[src/rtl/thsr_pkg.sv]
// ----------------------------------------------------------------------------
// thsr_pkg
// Shared constants, result codes and the queue word of the triangle rasterizer.
// ----------------------------------------------------------------------------
package thsr_pkg;

  localparam int MaxDim     = 4096;
  localparam int CoordW     = $clog2(MaxDim);
  localparam int VertW      = 13;
  localparam int DimW       = 13;
  localparam int ColorW     = 32;
  localparam int QueueDepth = 2;

  localparam logic [DimW-1:0] DimReset = DimW'(1024);

  // register indexes of the configuration port
  localparam logic CFG_WIDTH  = 1'b0;
  localparam logic CFG_HEIGHT = 1'b1;

  // input operations
  localparam logic OP_START = 1'b0;
  localparam logic OP_STEP  = 1'b1;

  typedef enum logic [1:0] {
    ST_STARTED = 2'd0,
    ST_NOTHING = 2'd1,
    ST_PIXEL   = 2'd2,
    ST_IDLE    = 2'd3
  } status_t;

  // word passed from the front part to the back part
  typedef struct packed {
    status_t                  kind;
    logic [CoordW-1:0]        px;
    logic [CoordW-1:0]        py;
    logic                     last;
    logic [ColorW-1:0]        color;
    logic signed [VertW-1:0]  ax;
    logic signed [VertW-1:0]  ay;
    logic signed [VertW-1:0]  bx;
    logic signed [VertW-1:0]  by;
    logic signed [VertW-1:0]  cx;
    logic signed [VertW-1:0]  cy;
  } q_word_t;

endpackage

[src/rtl/thsr_fifo.sv]
// ----------------------------------------------------------------------------
// thsr_fifo
// Short queue of words between the front and back parts.
// ----------------------------------------------------------------------------
module thsr_fifo (
  input  logic              clk,
  input  logic              rst_n,
  input  logic              wr,
  input  thsr_pkg::q_word_t wr_word,
  output logic              full,
  input  logic              rd,
  output logic              valid,
  output thsr_pkg::q_word_t rd_word
);

  localparam int PtrW = (thsr_pkg::QueueDepth > 1) ? $clog2(thsr_pkg::QueueDepth) : 1;
  localparam int CntW = $clog2(thsr_pkg::QueueDepth + 1);

  thsr_pkg::q_word_t mem_r [thsr_pkg::QueueDepth];
  logic [PtrW-1:0]   wr_ptr_r, rd_ptr_r;
  logic [CntW-1:0]   count_r;

  function automatic logic [PtrW-1:0] bump(input logic [PtrW-1:0] p);
    return (p == PtrW'(thsr_pkg::QueueDepth - 1)) ? '0 : p + 1'b1;
  endfunction

  assign full    = (count_r == CntW'(thsr_pkg::QueueDepth));
  assign valid   = (count_r != '0);
  assign rd_word = mem_r[rd_ptr_r];

  always_ff @(posedge clk) begin
    if (!rst_n) begin
      wr_ptr_r <= '0;
      rd_ptr_r <= '0;
      count_r  <= '0;
    end else begin
      if (wr) begin
        wr_ptr_r <= bump(wr_ptr_r);
      end
      if (rd) begin
        rd_ptr_r <= bump(rd_ptr_r);
      end
      if (wr && !rd) begin
        count_r <= count_r + 1'b1;
      end else if (rd && !wr) begin
        count_r <= count_r - 1'b1;
      end
    end
  end

  always_ff @(posedge clk) begin
    if (wr) begin
      mem_r[wr_ptr_r] <= wr_word;
    end
  end

  a_no_overflow: assert property (@(posedge clk) disable iff (!rst_n)
    count_r <= CntW'(thsr_pkg::QueueDepth))
    else $error("queue count beyond depth");

endmodule

[config.mk]
export PLATFORM = sky130hd
export DESIGN_NAME = thsr_fifo
export DESIGN_NICKNAME = d
export VERILOG_FILES = /design/src/rtl/thsr_pkg.sv /design/src/rtl/thsr_fifo.sv
export SDC_FILE = /design/constraint.sdc
export NUM_CORES = 1
export LEC_CHECK = 0
export BUFFER_PORTS_ARGS = -buffer_cell sky130_fd_sc_hd__buf_2
export CORE_MARGIN = 2
export CORE_UTILIZATION = 47
export DETAILED_ROUTE_END_ITERATION = 12
export PLACE_DENSITY = 0.73
export RECOVER_POWER = 100
export SYNTH_ARGS = -nofsm -noshare
export SYNTH_HDL_FRONTEND = slang
export SYNTH_SLANG_ARGS = --single-unit
[constraint.sdc]
create_clock -name clk -period 9 [get_ports clk]
set_input_delay 2.25 -clock clk [delete_from_list [all_inputs] [get_ports clk]]
set_output_delay 2.25 -clock clk [all_outputs]
set_load 0.05 [all_outputs]
---- Word-level counts from Yosys, hierarchy flattened ----
Memory sizes are Yosys's and may differ from the RTL's. A register that Yosys moved wholly into a read port is not among the register bits.
Index checks and enable logic that the tools add are counted.
Widths: inputs -> output; s select.
operators by class
  add/sub/neg operators ................... 4
  eq/ne operators ......................... 1
  multiplexer cells ....................... 8
  reductions and logical operators ........ 6
operators by type and width
  operator             number
  $mux 1               6
  $mux 2               2
  $reduce_bool 2->1    2
  $add 1x1->1 const B  2
  $add 2x1->2 const B  1
  $eq 2x2->1 const B   1
  $logic_and 1x1->1    2
  $logic_not 1->1      2
  $sub 2x1->2 const B  1
storage, ports and cells
  flip-flop bits (word level) ............. 4
  memory bits (writable) .................. 274
  input port bits ......................... 141
  output and inout bits ................... 139
  word-level logic and storage cells ...... 23
  memories kept ........................... 1
memories
  name   depth  width  read ports  clocked after Yosys merged registers in  wr ports  line             text
  mem_r  2      137    1           1                                        1         thsr_fifo.sv:19  thsr_pkg::q_word_t mem_r [thsr_pkg::QueueDepth];

---- Logic depth before layout (Yosys ltp) ----
  word-level depth ........................ 4
  gate-level depth with buffers ........... 5
  gate-level depth less buffers ........... 5

---- Least setup slack after synthesis ----
OpenSTA, ideal clock, no wires.
  path type ............................... input-to-reg
  start point ............................. input port wr
  end point ............................... memory mem_r[0][0] (netlist bit) (enable)
  library setup time ...................... 651 ps
  data arrival time ....................... 8214 ps
  required time ........................... 8349 ps
  slack ................................... 135 ps
  stages .................................. 1
  path buffers ............................ 0
  cells stage by stage .................... nor2b_1
between the ends
  word-level cells in the longest chain between the ends .. 2
RTL lines
  what                          line             text
  start: declaration            thsr_fifo.sv:8   input logic wr,
  $mux 1                        thsr_fifo.sv:52  if (wr) begin
  $mux 1 (implied by the code)  thsr_fifo.sv:53  mem_r[wr_ptr_r] <= wr_word;
  end: declaration              thsr_fifo.sv:19
No other way between the ends.

==> metrics.md <==
| Metric | Value |
|---|---|
| Outcome | `complete, but fails checks` |
| Failing checks | `max-capacitance violations, max-slew violations` |
| CTS sink cnt | `approximately 280` |
| Global route overflow | `0` |
| Post-cts resize count | `0` |
| Clock-pin slew on the worst setup and hold paths | `60 ps` |
| Clock Path Buffers | `3` |
| Global-route wire length before repair | `approximately 29 mm` |
| Crit path kind | `register to output port` |
| Routed wire per std cell | `roughly 19 um` |
| CTS tree | `yes` |
| Placement Cell Area | `between 0.01 and 0.015 mm^2` |
| Antenna violations before repair | `2` |
| Worst min path class | `register to register` |
| F_max | `between 0.1 and 0.15 GHz` |
| Startpoint Class | `register` |
| CP Data Required Time | `roughly 6800 ps` |
| Library cells used by synthesis | `16` |
| # IOs | `280` |
| Hold path startpoint | `count_r[1]` |
| Yosys top cell by area | `edfxtp_1` |
| Mapped Area | `around 0.01 mm^2` |
| Die area | `roughly 0.023 mm^2` |
| Total power | `approximately 3.2 mW` |
| Core Util, Final | `59.4%` |
| Setup crit end kind | `output port` |
| Die Height | `151 um` |
| Max Slew Vio Count | `around 300` |
| Routability congestion estimate from global placement | `approximately 0.8` |
| Reg2reg setup slack | `between 4000 and 5000 ps` |
| Post-synth EDFFs | `274` |
| Main area contributors after synthesis | `edfxtp_1 81%, mux2_2 15%, buf_6 1.7%, dfxtp_1 0.99%, and2_1 0.25%` |
| Most common cell in the synthesized netlist | `edfxtp_1` |
| Place WS | `4230 ps` |
| Area share of the largest cell type after synthesis | `about four fifths` |
| Syn avg cell area | `about 23 um^2` |
| Detailed-route DRC error count | `0` |
| Net Count, Synth | `590` |
| Routed wire length | `about 19 mm` |
| Post-CTS setup buffers | `0` |
| Worst-path fanout max | `72` |
| CP endpoint | `rd_word[110]` |
| FFs w/ async S/R, synth | `0%` |
| Max VDD drop | `179 uV` |
| Core footprint | `0.0211 mm^2` |
| I/O Buffers | `279` |
| Main synth FF type | `edfxtp_1` |
| Slew HR | `-233%` |
| Worst Skew | `between 8 and 9 ps` |
| Final Worst Setup Slack | `~2200 ps` |
| RSZ-0062 raised after global routing | `no` |
| Detail Route Antenna Nets | `0` |
| Post-DP HPWL | `around 13 mm` |
| Post-cts hold buffer count | `0` |
| Cells after Synth | `between 400 and 500` |
| Number of global-route vias before repair | `5587` |
| Most frequent cells after synthesis | `274 x edfxtp_1, 137 x mux2_2, 15 x buf_6` |
| # rows | `53` |
| Seq cells post-synth | `around 280` |
| GR peak layer | `met2` |
| Pleak | `about 4.4 nW` |
| Final setup vio count | `0` |
| Worst-Margin Slew | `roughly 5000 ps` |
| Root Driver | `clkbuf_16` |
| Setup TNS | `0 ps` |
| First-pass iteration count of the detailed router | `4` |
| Max Cap Viol | `5` |
| Met1 usage | `between 10% and 20%` |
| GRT Total Usage | `16.3%` |
| Met2 GRT Util | `between 20% and 30%` |
| Reg-to-reg endpoint | `mem_r[1][41]` |
| Largest net degree at the start of global routing | `between 90 and 100` |
| Min Tclk post-route | `between 6000 and 7000 ps` |
| Die W | `between 150 and 200 um` |
| Non-Filler Instances | `1042` |
| Share of cells above drive strength 1 | `between 40% and 50%` |
| Syn. warnings | `0` |
| Final instance area | `approximately 0.013 mm^2` |
| Initial drt markers | `roughly 150` |
| Layout Nets | `a little under 900` |
| Worst Hold Slack | `approximately 530 ps` |
| CP arrival | `4570 ps` |
| Initial core utilization | `48.2%` |
| Power per cell area | `~250 mW/mm^2` |
| Origin of the critical flop-to-flop path | `wr_ptr_r` |
| Vias | `just over 5000` |
| Layout Area Growth over Synthesis | `23.3%` |
| GR Util met3 | `under 10%` |
| Num CTS Buffers | `27` |
| R2R depth | `2` |
| Fin crit share | `about 76%` |
| CTS H-tree lvls | `1` |
| Seq/Total Area, Yosys | `82.0%` |
| Hold Violations, Final | `0` |
| Skew-Pair Late Insertion Delay | `510 ps` |
| Vias/cell | `about 4.9` |
| Placed Cells | `992` |
report_power, final:
group	leakage (nW)	internal (mW)	switching, mW
clock	0.465	0.749	0.439
sequential	2.61	1.51	0.0260
combinational	1.29	0.122	0.339
worst max-delay path, stage by stage, from the launching register on:
cell      delay (ps)
dfxtp_1         2270
buf_4            990
mux2_2           300
clkbuf_1         460
layer usage:
metal / routed length, um / vias up
li1: - / 2384
met5: 7 / -
met1: 7220 / 2512
met3: 2010 / 24
met4: 299 / 2
met2: 9790 / 224
sequential cells by signal, summed over array words and instances, names as in the netlist, named ones only:
signal    flops
mem_r       274
count_r       2
rd_ptr_r      1
wr_ptr_r      1
worst min path at each step:
stage,end,cells past startpoint
after floorplan,count_r[1],2
after detailed placement,count_r[1],2
final,count_r[1],2
after global routing,count_r[1],2
after global placement,count_r[1],2
after CTS,count_r[1],2
cell families after synthesis:
group	Yosys count	share of synthesized area [%]
adders and majority gates	1	0.123
buffers and inverters	16	1.70
DFF	279	82.0
AOI/OAI and AO/OA	3	0.197
xor gates and xnor gates	3	0.259
and+or+nand+nor	9	0.579
muxes	137	15.2
cell type report:
type | instances | area, um^2
Antenna cell | 1 | 2.50
Clock buffer | 33 | 698
Clock inverter | 16 | 250
Fill cell | 1592 | 8560
Inverter | 1 | 3.75
Multi-Input combinational cell | 153 | 1660
Sequential cell | 279 | 8330
Tap cell | 275 | 344
Timing Repair Buffer | 284 | 1240
cells in the final DEF, fill, tap and decap left out:
cell	instances
clkinv_1	4
and2b_2	1
clkinv_2	5
diode_2	1
and2_0	3
or2_2	1
ha_1	1
inv_1	1
clkbuf_16	27
bufinv_16	7
a21boi_0	1
edfxtp_1	274
buf_4	2
nor2b_1	2
or3_1	1
dfxtp_1	5
mux2_2	128
clkbuf_1	150
buf_1	2
xor2_1	2
o21ai_0	1
and2_1	1
xnor2_1	1
mux2_1	9
o21a_1	1
buf_2	136
Note: power is estimated with default switching activity, not from simulation.
