## src/rtl/thsr_pkg.sv

```systemverilog
// ----------------------------------------------------------------------------
// thsr_pkg
// Shared constants, result codes and the queue word of the triangle rasterizer.
// ----------------------------------------------------------------------------
package thsr_pkg;

  localparam int MaxDim     = 4096;
  localparam int CoordW     = $clog2(MaxDim);
  localparam int VertW      = 13;
  localparam int DimW       = 13;
  localparam int ColorW     = 32;
  localparam int QueueDepth = 2;

  localparam logic [DimW-1:0] DimReset = DimW'(1024);

  // register indexes of the configuration port
  localparam logic CFG_WIDTH  = 1'b0;
  localparam logic CFG_HEIGHT = 1'b1;

  // input operations
  localparam logic OP_START = 1'b0;
  localparam logic OP_STEP  = 1'b1;

  typedef enum logic [1:0] {
    ST_STARTED = 2'd0,
    ST_NOTHING = 2'd1,
    ST_PIXEL   = 2'd2,
    ST_IDLE    = 2'd3
  } status_t;

  // word passed from the front part to the back part
  typedef struct packed {
    status_t                  kind;
    logic [CoordW-1:0]        px;
    logic [CoordW-1:0]        py;
    logic                     last;
    logic [ColorW-1:0]        color;
    logic signed [VertW-1:0]  ax;
    logic signed [VertW-1:0]  ay;
    logic signed [VertW-1:0]  bx;
    logic signed [VertW-1:0]  by;
    logic signed [VertW-1:0]  cx;
    logic signed [VertW-1:0]  cy;
  } q_word_t;

endpackage

```

## src/rtl/thsr_front.sv

```systemverilog
// ----------------------------------------------------------------------------
// thsr_front
// Accepts items, clips the bounding box and walks the pixel cursor.
// ----------------------------------------------------------------------------
module thsr_front (
  input  logic                              clk,
  input  logic                              rst_n,
  input  logic                              cfg_valid,
  output logic                              cfg_ready,
  input  logic                              cfg_index,
  input  logic [thsr_pkg::DimW-1:0]         cfg_data,
  input  logic                              push,
  input  logic                              q_full,
  input  logic                              in_op,
  input  logic signed [thsr_pkg::VertW-1:0] in_ax,
  input  logic signed [thsr_pkg::VertW-1:0] in_ay,
  input  logic signed [thsr_pkg::VertW-1:0] in_bx,
  input  logic signed [thsr_pkg::VertW-1:0] in_by_coord,
  input  logic signed [thsr_pkg::VertW-1:0] in_cx,
  input  logic signed [thsr_pkg::VertW-1:0] in_cy,
  input  logic [thsr_pkg::ColorW-1:0]       in_fill_color,
  output logic                              q_wr,
  output thsr_pkg::q_word_t                 q_word
);

  localparam int BoxW = thsr_pkg::DimW + 1;

  logic [thsr_pkg::DimW-1:0]         width_r, height_r;
  logic                              active_r, active_nxt;
  logic [thsr_pkg::CoordW-1:0]       cur_x_r, cur_x_nxt, cur_y_r, cur_y_nxt;
  logic [thsr_pkg::CoordW-1:0]       minx_r, maxx_r, maxy_r;
  logic [thsr_pkg::ColorW-1:0]       color_r;
  logic signed [thsr_pkg::VertW-1:0] ax_r, ay_r, bx_r, by_r, cx_r, cy_r;

  logic                  accept, is_start, box_empty, at_end;
  logic signed [BoxW-1:0] ax_e, ay_e, bx_e, by_e, cx_e, cy_e;
  logic signed [BoxW-1:0] min_x, max_x, min_y, max_y, wlim, hlim;
  logic signed [BoxW-1:0] clip_minx, clip_maxx, clip_miny, clip_maxy;

  assign cfg_ready = 1'b1;
  assign accept    = push && !q_full;
  assign is_start  = (in_op == thsr_pkg::OP_START);
  assign q_wr      = accept;

  always_comb begin
    ax_e = BoxW'(in_ax);
    ay_e = BoxW'(in_ay);
    bx_e = BoxW'(in_bx);
    by_e = BoxW'(in_by_coord);
    cx_e = BoxW'(in_cx);
    cy_e = BoxW'(in_cy);
    min_x = (ax_e < bx_e) ? ax_e : bx_e;
    min_x = (min_x < cx_e) ? min_x : cx_e;
    max_x = (ax_e > bx_e) ? ax_e : bx_e;
    max_x = (max_x > cx_e) ? max_x : cx_e;
    min_y = (ay_e < by_e) ? ay_e : by_e;
    min_y = (min_y < cy_e) ? min_y : cy_e;
    max_y = (ay_e > by_e) ? ay_e : by_e;
    max_y = (max_y > cy_e) ? max_y : cy_e;
    // clamp the screen size to the largest supported, then last index
    wlim = (width_r > thsr_pkg::DimW'(thsr_pkg::MaxDim))
         ? BoxW'(thsr_pkg::MaxDim - 1) : signed'({1'b0, width_r}) - BoxW'(1);
    hlim = (height_r > thsr_pkg::DimW'(thsr_pkg::MaxDim))
         ? BoxW'(thsr_pkg::MaxDim - 1) : signed'({1'b0, height_r}) - BoxW'(1);
    clip_minx = (min_x < 0) ? '0 : min_x;
    clip_miny = (min_y < 0) ? '0 : min_y;
    clip_maxx = (max_x > wlim) ? wlim : max_x;
    clip_maxy = (max_y > hlim) ? hlim : max_y;
    box_empty = (clip_minx > clip_maxx) || (clip_miny > clip_maxy);
  end

  assign at_end = (cur_x_r >= maxx_r) && (cur_y_r >= maxy_r);

  always_comb begin
    q_word      = '0;
    active_nxt  = active_r;
    cur_x_nxt   = cur_x_r;
    cur_y_nxt   = cur_y_r;
    if (is_start) begin
      q_word.ax = in_ax;
      q_word.ay = in_ay;
      q_word.bx = in_bx;
      q_word.by = in_by_coord;
      q_word.cx = in_cx;
      q_word.cy = in_cy;
      if (box_empty) begin
        q_word.kind = thsr_pkg::ST_NOTHING;
        active_nxt  = 1'b0;
      end else begin
        q_word.kind  = thsr_pkg::ST_STARTED;
        q_word.color = in_fill_color;
        active_nxt   = 1'b1;
        cur_x_nxt    = clip_minx[thsr_pkg::CoordW-1:0];
        cur_y_nxt    = clip_miny[thsr_pkg::CoordW-1:0];
      end
    end else if (active_r) begin
      q_word.kind  = thsr_pkg::ST_PIXEL;
      q_word.px    = cur_x_r;
      q_word.py    = cur_y_r;
      q_word.last  = at_end;
      q_word.color = color_r;
      q_word.ax    = ax_r;
      q_word.ay    = ay_r;
      q_word.bx    = bx_r;
      q_word.by    = by_r;
      q_word.cx    = cx_r;
      q_word.cy    = cy_r;
      if (cur_x_r < maxx_r) begin
        cur_x_nxt = cur_x_r + 1'b1;
      end else if (cur_y_r < maxy_r) begin
        cur_x_nxt = minx_r;
        cur_y_nxt = cur_y_r + 1'b1;
      end else begin
        active_nxt = 1'b0;
      end
    end else begin
      q_word.kind = thsr_pkg::ST_IDLE;
    end
  end

  always_ff @(posedge clk) begin
    if (!rst_n) begin
      width_r  <= thsr_pkg::DimReset;
      height_r <= thsr_pkg::DimReset;
      active_r <= 1'b0;
    end else begin
      if (cfg_valid && cfg_ready) begin
        if (cfg_index == thsr_pkg::CFG_WIDTH) begin
          width_r <= cfg_data;
        end else begin
          height_r <= cfg_data;
        end
      end
      if (accept) begin
        active_r <= active_nxt;
      end
    end
  end

  always_ff @(posedge clk) begin
    if (accept) begin
      cur_x_r <= cur_x_nxt;
      cur_y_r <= cur_y_nxt;
      if (is_start) begin
        color_r <= in_fill_color;
        ax_r    <= in_ax;
        ay_r    <= in_ay;
        bx_r    <= in_bx;
        by_r    <= in_by_coord;
        cx_r    <= in_cx;
        cy_r    <= in_cy;
        minx_r  <= clip_minx[thsr_pkg::CoordW-1:0];
        maxx_r  <= clip_maxx[thsr_pkg::CoordW-1:0];
        maxy_r  <= clip_maxy[thsr_pkg::CoordW-1:0];
      end
    end
  end

endmodule

```

## config.mk

```make
export PLATFORM = sky130hd
export DESIGN_NAME = thsr_front
export DESIGN_NICKNAME = d
export VERILOG_FILES = /design/src/rtl/thsr_pkg.sv /design/src/rtl/thsr_front.sv
export SDC_FILE = /design/constraint.sdc
export NUM_CORES = 1
export LEC_CHECK = 0
export ABC_AREA = 0
export ABC_CLOCK_PERIOD_IN_PS = 19900
export CORE_UTILIZATION = 40
export CTS_BUF_LIST = sky130_fd_sc_hd__clkbuf_4 sky130_fd_sc_hd__clkbuf_8
export DETAILED_ROUTE_END_ITERATION = 7
export DONT_BUFFER_PORTS = 1
export SETUP_SLACK_MARGIN = 0.4
export SLEW_MARGIN = 20
export SYNTH_ARGS = -nofsm -noshare
export SYNTH_HDL_FRONTEND = slang
export SYNTH_SLANG_ARGS = --single-unit
```

## constraint.sdc

```tcl
create_clock -name clk -period 19.9 [get_ports clk]
set_input_delay 2.985 -clock clk [delete_from_list [all_inputs] [get_ports clk]]
set_output_delay 2.985 -clock clk [all_outputs]
set_load 0.02 [all_outputs]
```

# [Word-level counts from Yosys, hierarchy flattened]
# Cells that the tools add are included.
[word_totals] word_cells=91 out_inout_bits=139 regBits=197 inputBits=130
[op_classes] muxes=36 addsub=4 n_lt_le_gt_ge=20 bitwise=2 n_eq_ne=5 reduce_logical=9
[op_table] operator="$mux W14" n=14
[op_table] operator="$mux W135" n=1
[op_table] operator="$mux W12" n=10
[op_table] operator="$mux W110" n=1
[op_table] operator="$gt A14 B14 Y1" n=4
[op_table] operator="$mux W32" n=1
[op_table] operator="$gt A14 B13 Y1" n=2
[op_table] operator="$lt A14 B1 Y1 const B" n=2
[op_table] operator="$lt A14 B13 Y1" n=2
[op_table] operator="$sub A13 B1 Y14 const B" n=2
[op_table] operator="$gt A13 B13 Y1" n=2
[op_table] operator="$gt A13 B13 Y1 const B" n=2
[op_table] operator="$lt A13 B13 Y1" n=2
[op_table] operator="$mux W25" n=1
[op_table] operator="$add A12 B1 Y12 const B" n=2
[op_table] operator="$ge A12 B12 Y1" n=2
[op_table] operator="$lt A12 B12 Y1" n=2
[op_table] operator="$mux W1" n=7
[op_table] operator="$reduce_and A2 Y1" n=3
[op_table] operator="$reduce_and A5 Y1" n=1
[op_table] operator="$ne A2 B1 Y1 const B" n=2
[op_table] operator="$ne A2 B2 Y1 const B" n=2
[op_table] operator="$reduce_and A4 Y1" n=1
[op_table] operator="$ne A3 B1 Y1 const B" n=1
[op_table] operator="other kinds (5)" n=7

# [Depth between registers and ports, before layout]
# Gate-level depths: netlist (run 1).
[depth] word_depth=10 mapped_depth=39 depth_no_buf=33

# [Worst setup path after synthesis (run 1)]
# No wires, ideal clock.
[synth_path] path_kind="input -> output" start="in in_by_coord[12] in the netlist's numbering" end="out q_word[100] in the netlist's numbering" required_ps=16915 path_buffers=6 arrival_ps=10597 path_slack_ps=6318 stages=33 cell_sequence="inv_1 > ha_1 > buf_4 > nand4_4 > nor4_4 > a2111oi_2 > a211oi_2 > buf_4 > buf_6 > o21ai_0 > ha_1 > nand3_1 > o41ai_1 > clkbuf_1 > mux2_2 > ha_1 > nand2_1 > or3_1 > a211oi_1 > a2111oi_0 > a311oi_1 > clkbuf_1 > mux2i_1 > ha_1 > a211oi_1 > o21ai_0 > nor2_1 > a211oi_1 > a221o_1 > a221o_1 > nor3_4 > buf_6 > a22o_1"
[synth_lines] item="from (decl)" line="thsr_front.sv:18" source="input logic signed [thsr_pkg::VertW-1:0] in_by_coord,"
[synth_lines] item="to (decl)" line="thsr_front.sv:23" source="output thsr_pkg::q_word_t q_word"

==> run summary, run 1 <==
area taken by multi-input logic gates: 7879 um^2
cell at the slowest stage of the critical path: sky130_fd_sc_hd__a31oi_4
maximum fanout along the worst path: 37
buffer levels on the longest clock path: 2
First DRT Iteration DRCs: 822
most common cell after layout, fill and taps aside: sky130_fd_sc_hd__nand2_1
fraction of the yosys area taken by sequential cells: 39.03%
antenna violations before repair: 0
number of buffers created by CTS: 17
average vias per placed instance: 5.725
Setup Fix Bufs, Post-CTS: 0
startpoint of the lowest-slack hold path: width_r[0]
Cells on Worst Hold Path: 2
CTS tree: yes
RR Endpoint: cur_x_r[10]
I/O Buffers: 0
count of flip-flops with a built-in enable after synthesis: 170
wire length per cell after detailed routing: 21.02 um
total wirelength of the detailed-routed design: 41,910 um
hold bufs inserted after CTS: 0
net count after synthesis: 1,847
power per cell area: 84.85 nW/um^2
arrival time of data at the critical path endpoint: 12,230 ps
vertical extent of the die: 192.2 um
die span in x: 192.2 um
Total Routing Usage GR: 22.65%
number of routed nets with antenna violations: 0
largest vdd supply drop: 0.05193 mV
minimum clock period after layout: 15,210 ps
Clk Latency, worst-skew pair: 510 ps
post-DP HPWL: 32,190 um
proportion of synthesized flip-flops having asynchronous set or reset: 0%
max-capacitance violation count: 0
hold violation count in the final report: 0
Worst path most repeated cell: sky130_fd_sc_hd__ha_1
data required time at the worst endpoint: 16,910 ps
status: finished, final reports clean
number of gates resized after CTS: 0
highest-count cells in the layout ignoring fill and taps: sky130_fd_sc_hd__nand2_1 (210), sky130_fd_sc_hd__edfxtp_1 (170), sky130_fd_sc_hd__inv_1 (166), sky130_fd_sc_hd__ha_1 (156), sky130_fd_sc_hd__o21ai_0 (124)
number of warnings issued by yosys: 0
starting density of the core: 40.66%
Num Clock Sinks: 197
Placed Cells: 1,962
Netlist cell types: 68
Power, Total: 1290 uW
Nets: 1,806
final-report max-slew violation count: 0
routability congestion estimate: 0.8773
Placed Area: 14,830 um^2
count of placed standard cells in the final layout, fillers left out: 1,994
Highest Clock Rate: 0.06574 GHz
Hold/Removal Path Class: reg -> reg
Die Area: 36,920 um^2
via count of the first global-routing pass: 11,121
cell depth of the worst flop-to-flop path: 25
headroom to the max-slew limit: 32.78%
final hold slack: 518.7 ps
final number of setup-violating endpoints: 0
router iterations before antenna repair: 6
delay contributed by the slowest stage of the critical path: 860 ps
DR DRC count: 0
slew of the pin with the lowest slew margin: 1008 ps
clock-pin slew of the registers on the worst-case setup and hold paths: 110 ps
largest net degree at the start of global routing: 147
total negative slack for setup checks: 0 ps
maximum level of the CTS H-tree: 4
Hold Path End: width_r[0]
proportion of layout cells with a drive suffix above 1: 6.980%
capturing element type of the critical path: output pin
Crit Path Class: in -> out
startpoint type of the worst setup path: primary input
post-synthesis sequential element count: 197
Placeable Area: 35,570 um^2
first-pass GRT wire length: 63,870 um
dominant register cell in the synthesized netlist: sky130_fd_sc_hd__edfxtp_1
Avg Inst Size Synth: 9.265 um^2
io pins: 269
finished layout cell area: 15,200 um^2
critical register-to-register path startpoint: height_r[1]
Ant. Diodes: 0
sum of overflow across all layers after global routing: 0
number of placement rows: 69
post-route fraction of the period consumed by the critical path: 76.44%
RSZ-0062 raised after global routing: false
r2r setup slk: 12,910 ps
cell at the root of the clock tree: sky130_fd_sc_hd__clkbuf_8
synthesized instance count: 1,561
number of vias in the routed layout: 11,416
area overhead of the layout relative to synthesis: 5.130%
P_leak: 0.006280 uW
fill cell count: 3,488
Post-Syn Area: 14,460 um^2
final worst clock skew: 12.27 ps
register cell area after layout: 5645 um^2
==> logic make-up (layout without fill, tap and decap cells) <==
kind of cell / Yosys count / count (layout) / share of synthesized area [%]
compound gates: 384 / 384 / 17.68
xor+xnor: 38 / 38 / 2.301
fa+ha+maj: 156 / 156 / 13.50
buf+inv: 239 / 211 / 6.748
flops: 197 / 197 / 39.03
mux: 73 / 73 / 5.398
other cells: 1 / 1 / 0.02593
simple gates: 473 / 473 / 15.31
==> sequential cells by signal (all words and copies together), names as in the netlist <==
signal	flops
color_r	32
active_r	1
minx_r	12
cur_x_r	12
maxx_r	12
cy_r	13
width_r	13
ay_r	13
by_r	13
maxy_r	12
ax_r	13
cur_y_r	12
bx_r	13
height_r	13
cx_r	13
==> worst max-delay path: cells and delay by family <==
| kind | cells | cell delay (ps) |
|---|---|---|
| compound gates | 15 | 4950 |
| simple gates | 7 | 1630 |
| fa+ha+maj | 4 | 1230 |
| mux | 2 | 590 |
| buf+inv | 3 | 790 |
==> Yosys cell counts, types with 5 or more instances <==
cell type | n | area share, %
sky130_fd_sc_hd__o21ai_0 | 124 | 4.3
sky130_fd_sc_hd__o21ai_1 | 8 | 0.28
sky130_fd_sc_hd__edfxtp_1 | 170 | 35
sky130_fd_sc_hd__dfxtp_1 | 27 | 3.7
sky130_fd_sc_hd__nor3_1 | 17 | 0.59
sky130_fd_sc_hd__xnor2_1 | 22 | 1.3
sky130_fd_sc_hd__or3_1 | 5 | 0.22
sky130_fd_sc_hd__ha_1 | 156 | 13
sky130_fd_sc_hd__buf_6 | 6 | 0.47
sky130_fd_sc_hd__nand3_1 | 65 | 2.2
sky130_fd_sc_hd__inv_1 | 166 | 4.3
sky130_fd_sc_hd__nand2_1 | 210 | 5.5
sky130_fd_sc_hd__a21boi_0 | 25 | 1.3
sky130_fd_sc_hd__nor2_1 | 69 | 1.8
sky130_fd_sc_hd__xor2_1 | 16 | 0.97
sky130_fd_sc_hd__buf_2 | 9 | 0.31
sky130_fd_sc_hd__a21o_1 | 18 | 0.93
sky130_fd_sc_hd__o311ai_0 | 11 | 0.67
sky130_fd_sc_hd__nor4_1 | 6 | 0.26
sky130_fd_sc_hd__a31oi_1 | 13 | 0.56
sky130_fd_sc_hd__nand4_1 | 21 | 0.91
sky130_fd_sc_hd__clkbuf_1 | 48 | 1.2
sky130_fd_sc_hd__o211ai_1 | 9 | 0.47
sky130_fd_sc_hd__a22o_1 | 33 | 2.0
sky130_fd_sc_hd__a32o_1 | 11 | 0.76
sky130_fd_sc_hd__nor2b_1 | 7 | 0.30
sky130_fd_sc_hd__a211oi_1 | 13 | 0.67
sky130_fd_sc_hd__o31ai_1 | 15 | 0.78
sky130_fd_sc_hd__mux2i_1 | 33 | 2.3
sky130_fd_sc_hd__o21a_1 | 12 | 0.62
sky130_fd_sc_hd__nand2b_1 | 16 | 0.69
sky130_fd_sc_hd__mux2_2 | 40 | 3.1
sky130_fd_sc_hd__and3_1 | 33 | 1.4
sky130_fd_sc_hd__and2_1 | 9 | 0.39
sky130_fd_sc_hd__a21oi_1 | 58 | 2.0
sky130_fd_sc_hd__buf_4 | 6 | 0.31
==> metrics by stage <==
stage	setup slack, ps	util, %
after detailed placement	4622	41.69
after floorplan	6318	-
after global routing	3918	42.75
final	4688	42.75
after global placement	4829	41.69
after CTS	4576	42.74
==> worst max-delay path by stage <==
| stage | depth (start not counted) | startpoint | slack (ps) | endpoint |
|---|---|---|---|---|
| after floorplan | 33 | in_by_coord[12] | 6320 | q_word[100] |
| after global placement | 31 | in_bx[12] | 4830 | q_word[99] |
| after detailed placement | 31 | in_bx[12] | 4620 | q_word[103] |
| after CTS | 31 | in_bx[12] | 4580 | q_word[103] |
| after global routing | 31 | in_bx[12] | 3920 | q_word[95] |
| final | 31 | in_bx[12] | 4690 | q_word[100] |
==> power breakdown <==
group	switching, uW	leakage (uW)	internal [uW]	total [uW]
Sequential	14.8	0.00177	485	500
Combinational	336	0.00434	194	530
Clock	169	0.000178	91.6	260
==> routing by layer <==
layer | global-route usage [%] | vias to the layer above | wire length [um]
met5 | 0 | - | 0
met4 | 7.601 | 0 | 975
met3 | 3.800 | 51 | 2076
met2 | 38.75 | 350 | 20700
met1 | 28.72 | 5436 | 18150
li1 | - | 5579 | -
==> final cells by class <==
cell class,count,area share (%)
clock inverters,15,0.8970
well taps,461,3.794
multi-input cells,1125,51.82
flip-flops and latches,197,37.13
inverters,166,4.098
clock buffers,17,1.539
repair buffers,13,0.7242
Power figures use the tool's default switching activity.
==> run 2: changes to the inputs <==
--- a/config.mk
+++ b/config.mk
@@ -6,7 +6,7 @@
 export NUM_CORES = 1
 export LEC_CHECK = 0
 export ABC_AREA = 0
-export ABC_CLOCK_PERIOD_IN_PS = 19900
+export ABC_CLOCK_PERIOD_IN_PS = 13900
 export CORE_UTILIZATION = 40
 export CTS_BUF_LIST = sky130_fd_sc_hd__clkbuf_4 sky130_fd_sc_hd__clkbuf_8
 export DETAILED_ROUTE_END_ITERATION = 7
==> constraint.sdc (replaced) <==
create_clock -name clk -period 13.9 [get_ports clk]
set_input_delay 2.085 -clock clk [delete_from_list [all_inputs] [get_ports clk]]
set_output_delay 2.085 -clock clk [all_outputs]
set_load 0.02 [all_outputs]
==> run 2 against run 1 <==
Compared with the run above:
- total power increased by 48%
- clock power increased by 61%
- first-iteration DRC count decreased by 4.3%
- via count decreased by 0.13%
- register-to-register slack got worse by 6000 ps
- critical endpoint is now q_word[104]
==> run summary, run 2 (synthesis results as in run 1) <==
hold violation count in the final report: 0 (unchanged)
RR Endpoint: cur_x_r[7]
cell depth of the worst flop-to-flop path: 26 (+4.0%)
largest net degree at the start of global routing: 147 (unchanged)
finished layout cell area: 15,320 um^2 (+0.76%)
largest register by flop count: color_r
number of buffers created by CTS: 17 (unchanged)
number of vias in the routed layout: 11,401 (-0.13%)
cell at the root of the clock tree: sky130_fd_sc_hd__clkbuf_8
DR DRC count: 0 (unchanged)
most common cell after layout, fill and taps aside: sky130_fd_sc_hd__nand2_1
Highest Clock Rate: 0.07766 GHz
total wirelength of the detailed-routed design: 41,650 um (-0.60%)
final worst clock skew: 14.75 ps (+2.474 ps)
io pins: 269 (unchanged)
CP startpoint: in_bx[12]
sum of overflow across all layers after global routing: 0 (unchanged)
headroom to the max-slew limit: 38.79% (+6.0 points)
critical path's top delay family: compound AO/OA/AOI/OAI gates
CTS tree: yes
Worst path most repeated cell: sky130_fd_sc_hd__ha_1
data required time at the worst endpoint: 11,810 ps (-5100 ps)
slew of the pin with the lowest slew margin: 911.1 ps (-97.15 ps)
number of routed nets with antenna violations: 0 (unchanged)
post-DP HPWL: 32,260 um (+0.22%)
router iterations before antenna repair: 5 (-1)
post-route fraction of the period consumed by the critical path: 92.63%
flip-flop count of the largest register after layout: 32 (unchanged)
hold bufs inserted after CTS: 0 (unchanged)
power per cell area: 124.7 nW/um^2 (+47%)
critical path depth in cells: 32 (+3.2%)
wire length per cell after detailed routing: 20.85 um (-0.80%)
Clk Latency, worst-skew pair: 520 ps (about the same)
fill cell count: 3,500 (+0.34%)
delay contributed by the slowest stage of the critical path: 620 ps (-240 ps)
antenna violations before repair: 0 (unchanged)
via count of the first global-routing pass: 11,071 (-0.45%)
maximum level of the CTS H-tree: 4 (unchanged)
minimum clock period after layout: 12,880 ps
First DRT Iteration DRCs: 787 (-4.3%)
cell at the slowest stage of the critical path: sky130_fd_sc_hd__a311oi_1
Crit Path Class: in -> out
buffer levels on the longest clock path: 2 (unchanged)
Num Clock Sinks: 197 (unchanged)
final number of setup-violating endpoints: 0 (unchanged)
capturing element type of the critical path: output pin
arrival time of data at the critical path endpoint: 10,790 ps (-1440 ps)
routability congestion estimate: 0.8836 (+0.72%)
register cell area after layout: 5645 um^2 (unchanged)
Worst Path Buf+Inv: 3 (unchanged)
final-report max-slew violation count: 0 (unchanged)
Die Area: 36,920 um^2 (unchanged)
capture point of the critical path: q_word[104]
max-capacitance violation count: 0 (unchanged)
P_leak: 0.006346 uW (+1.0%)
highest-count cells in the layout ignoring fill and taps: sky130_fd_sc_hd__nand2_1 (210), sky130_fd_sc_hd__edfxtp_1 (170), sky130_fd_sc_hd__inv_1 (166), sky130_fd_sc_hd__ha_1 (156), sky130_fd_sc_hd__o21ai_0 (124)
area overhead of the layout relative to synthesis: 5.926%
r2r setup slk: 6930 ps (-5980 ps)
number of placement rows: 69 (unchanged)
total negative slack for setup checks: 0 ps (unchanged)
clock-pin slew of the registers on the worst-case setup and hold paths: 100 ps (about the same)
maximum fanout along the worst path: 36 (-2.7%)
core occupancy in the finished layout: 43.07% (+0.32 points)
die span in x: 192.2 um (unchanged)
Ant. Diodes: 0 (unchanged)
average vias per placed instance: 5.706 (-0.33%)
Hold/Removal Path Class: reg -> reg
starting density of the core: 40.66% (unchanged)
Power, Total: 1910 uW (+48%)
proportion of layout cells with a drive suffix above 1: 7.287% (+0.31 points)
area taken by multi-input logic gates: 7895 um^2 (+0.21%)
largest vdd supply drop: 0.08045 mV (+55%)
dpl ws: 980.6 ps (-3641 ps)
critical register-to-register path startpoint: height_r[0]
vertical extent of the die: 192.2 um (unchanged)
RSZ-0062 raised after global routing: false
Nets: 1,810 (+0.22%)
Placed Area: 14,860 um^2 (+0.18%)
first-pass GRT wire length: 63,000 um (-1.4%)
final worst setup slack: 1024 ps (-3664 ps)
I/O Buffers: 0 (unchanged)
Total Routing Usage GR: 22.33% (-0.32 points)
status: finished, final reports clean
Placeable Area: 35,570 um^2 (unchanged)
startpoint type of the worst setup path: primary input
[run 2: changes by cell type in the layout (fill, tap and decap cells not counted), moves of 2 or more]
cell | before | now
sky130_fd_sc_hd__inv_6 | 7 | 4
sky130_fd_sc_hd__clkinv_4 | 1 | 4
sky130_fd_sc_hd__buf_4 | 12 | 15
sky130_fd_sc_hd__clkinv_2 | 0 | 2
sky130_fd_sc_hd__clkinvlp_4 | 3 | 0
sky130_fd_sc_hd__bufinv_16 | 0 | 3
[run 2: metal layers]
metal	part of all wire, %	GRT usage, %	vias up	wire length, um
met5	0	0	-	0
met3	4.6	3.837	56	1936
met2	51	39.10	296	21070
met1	43	27.77	5478	17810
met4	2.0	6.875	0	843
li1	-	-	5571	-
[run 2: worst min path at each step]
stage,cells after the start,startpoint,to,slack (ps)
floorplan,2,width_r[1],width_r[1],450
global placement,2,width_r[11],width_r[11],490
detailed placement,2,width_r[0],width_r[0],490
CTS,2,width_r[1],width_r[1],510
global route,2,width_r[1],width_r[1],520
finish,2,width_r[1],width_r[1],500
[run 2: cell type report]
cell class | instances | share of cell area, %
clock buffer | 17 | 1.527
clock inverter | 15 | 1.258
inverter | 166 | 4.067
multi-input combinational | 1125 | 51.54
sequential | 197 | 36.85
tap | 461 | 3.765
timing repair buffer | 17 | 0.9964
[run 2: what timing repair did]
action / in CTS / in global routing
gates resized for setup: 0 / 1
setup endpoints to repair: 0 / 33
setup buffers: 0 / 2
[run 2: stage by stage]
stage,instances,hold slack (ps)
2_1_floorplan,1561,452.6
3_3_place_gp,1964,487.7
3_5_place_dp,1964,492.2
4_1_cts,1996,507.5
5_1_grt,1998,520.9
6_report,1998,502.6
[run 2: power by group]
group | total (uW) | internal [uW] | switching (uW)
Sequential | 715 | 694 | 20.9
Combinational | 777 | 289 | 488
Clock | 418 | 183 | 235
[run 2: worst min-delay path, cell delays in order, from the launching register on]
cell and delay [ps]:
sky130_fd_sc_hd__dfxtp_1 350, sky130_fd_sc_hd__nand2_1 60, sky130_fd_sc_hd__a21boi_0 60
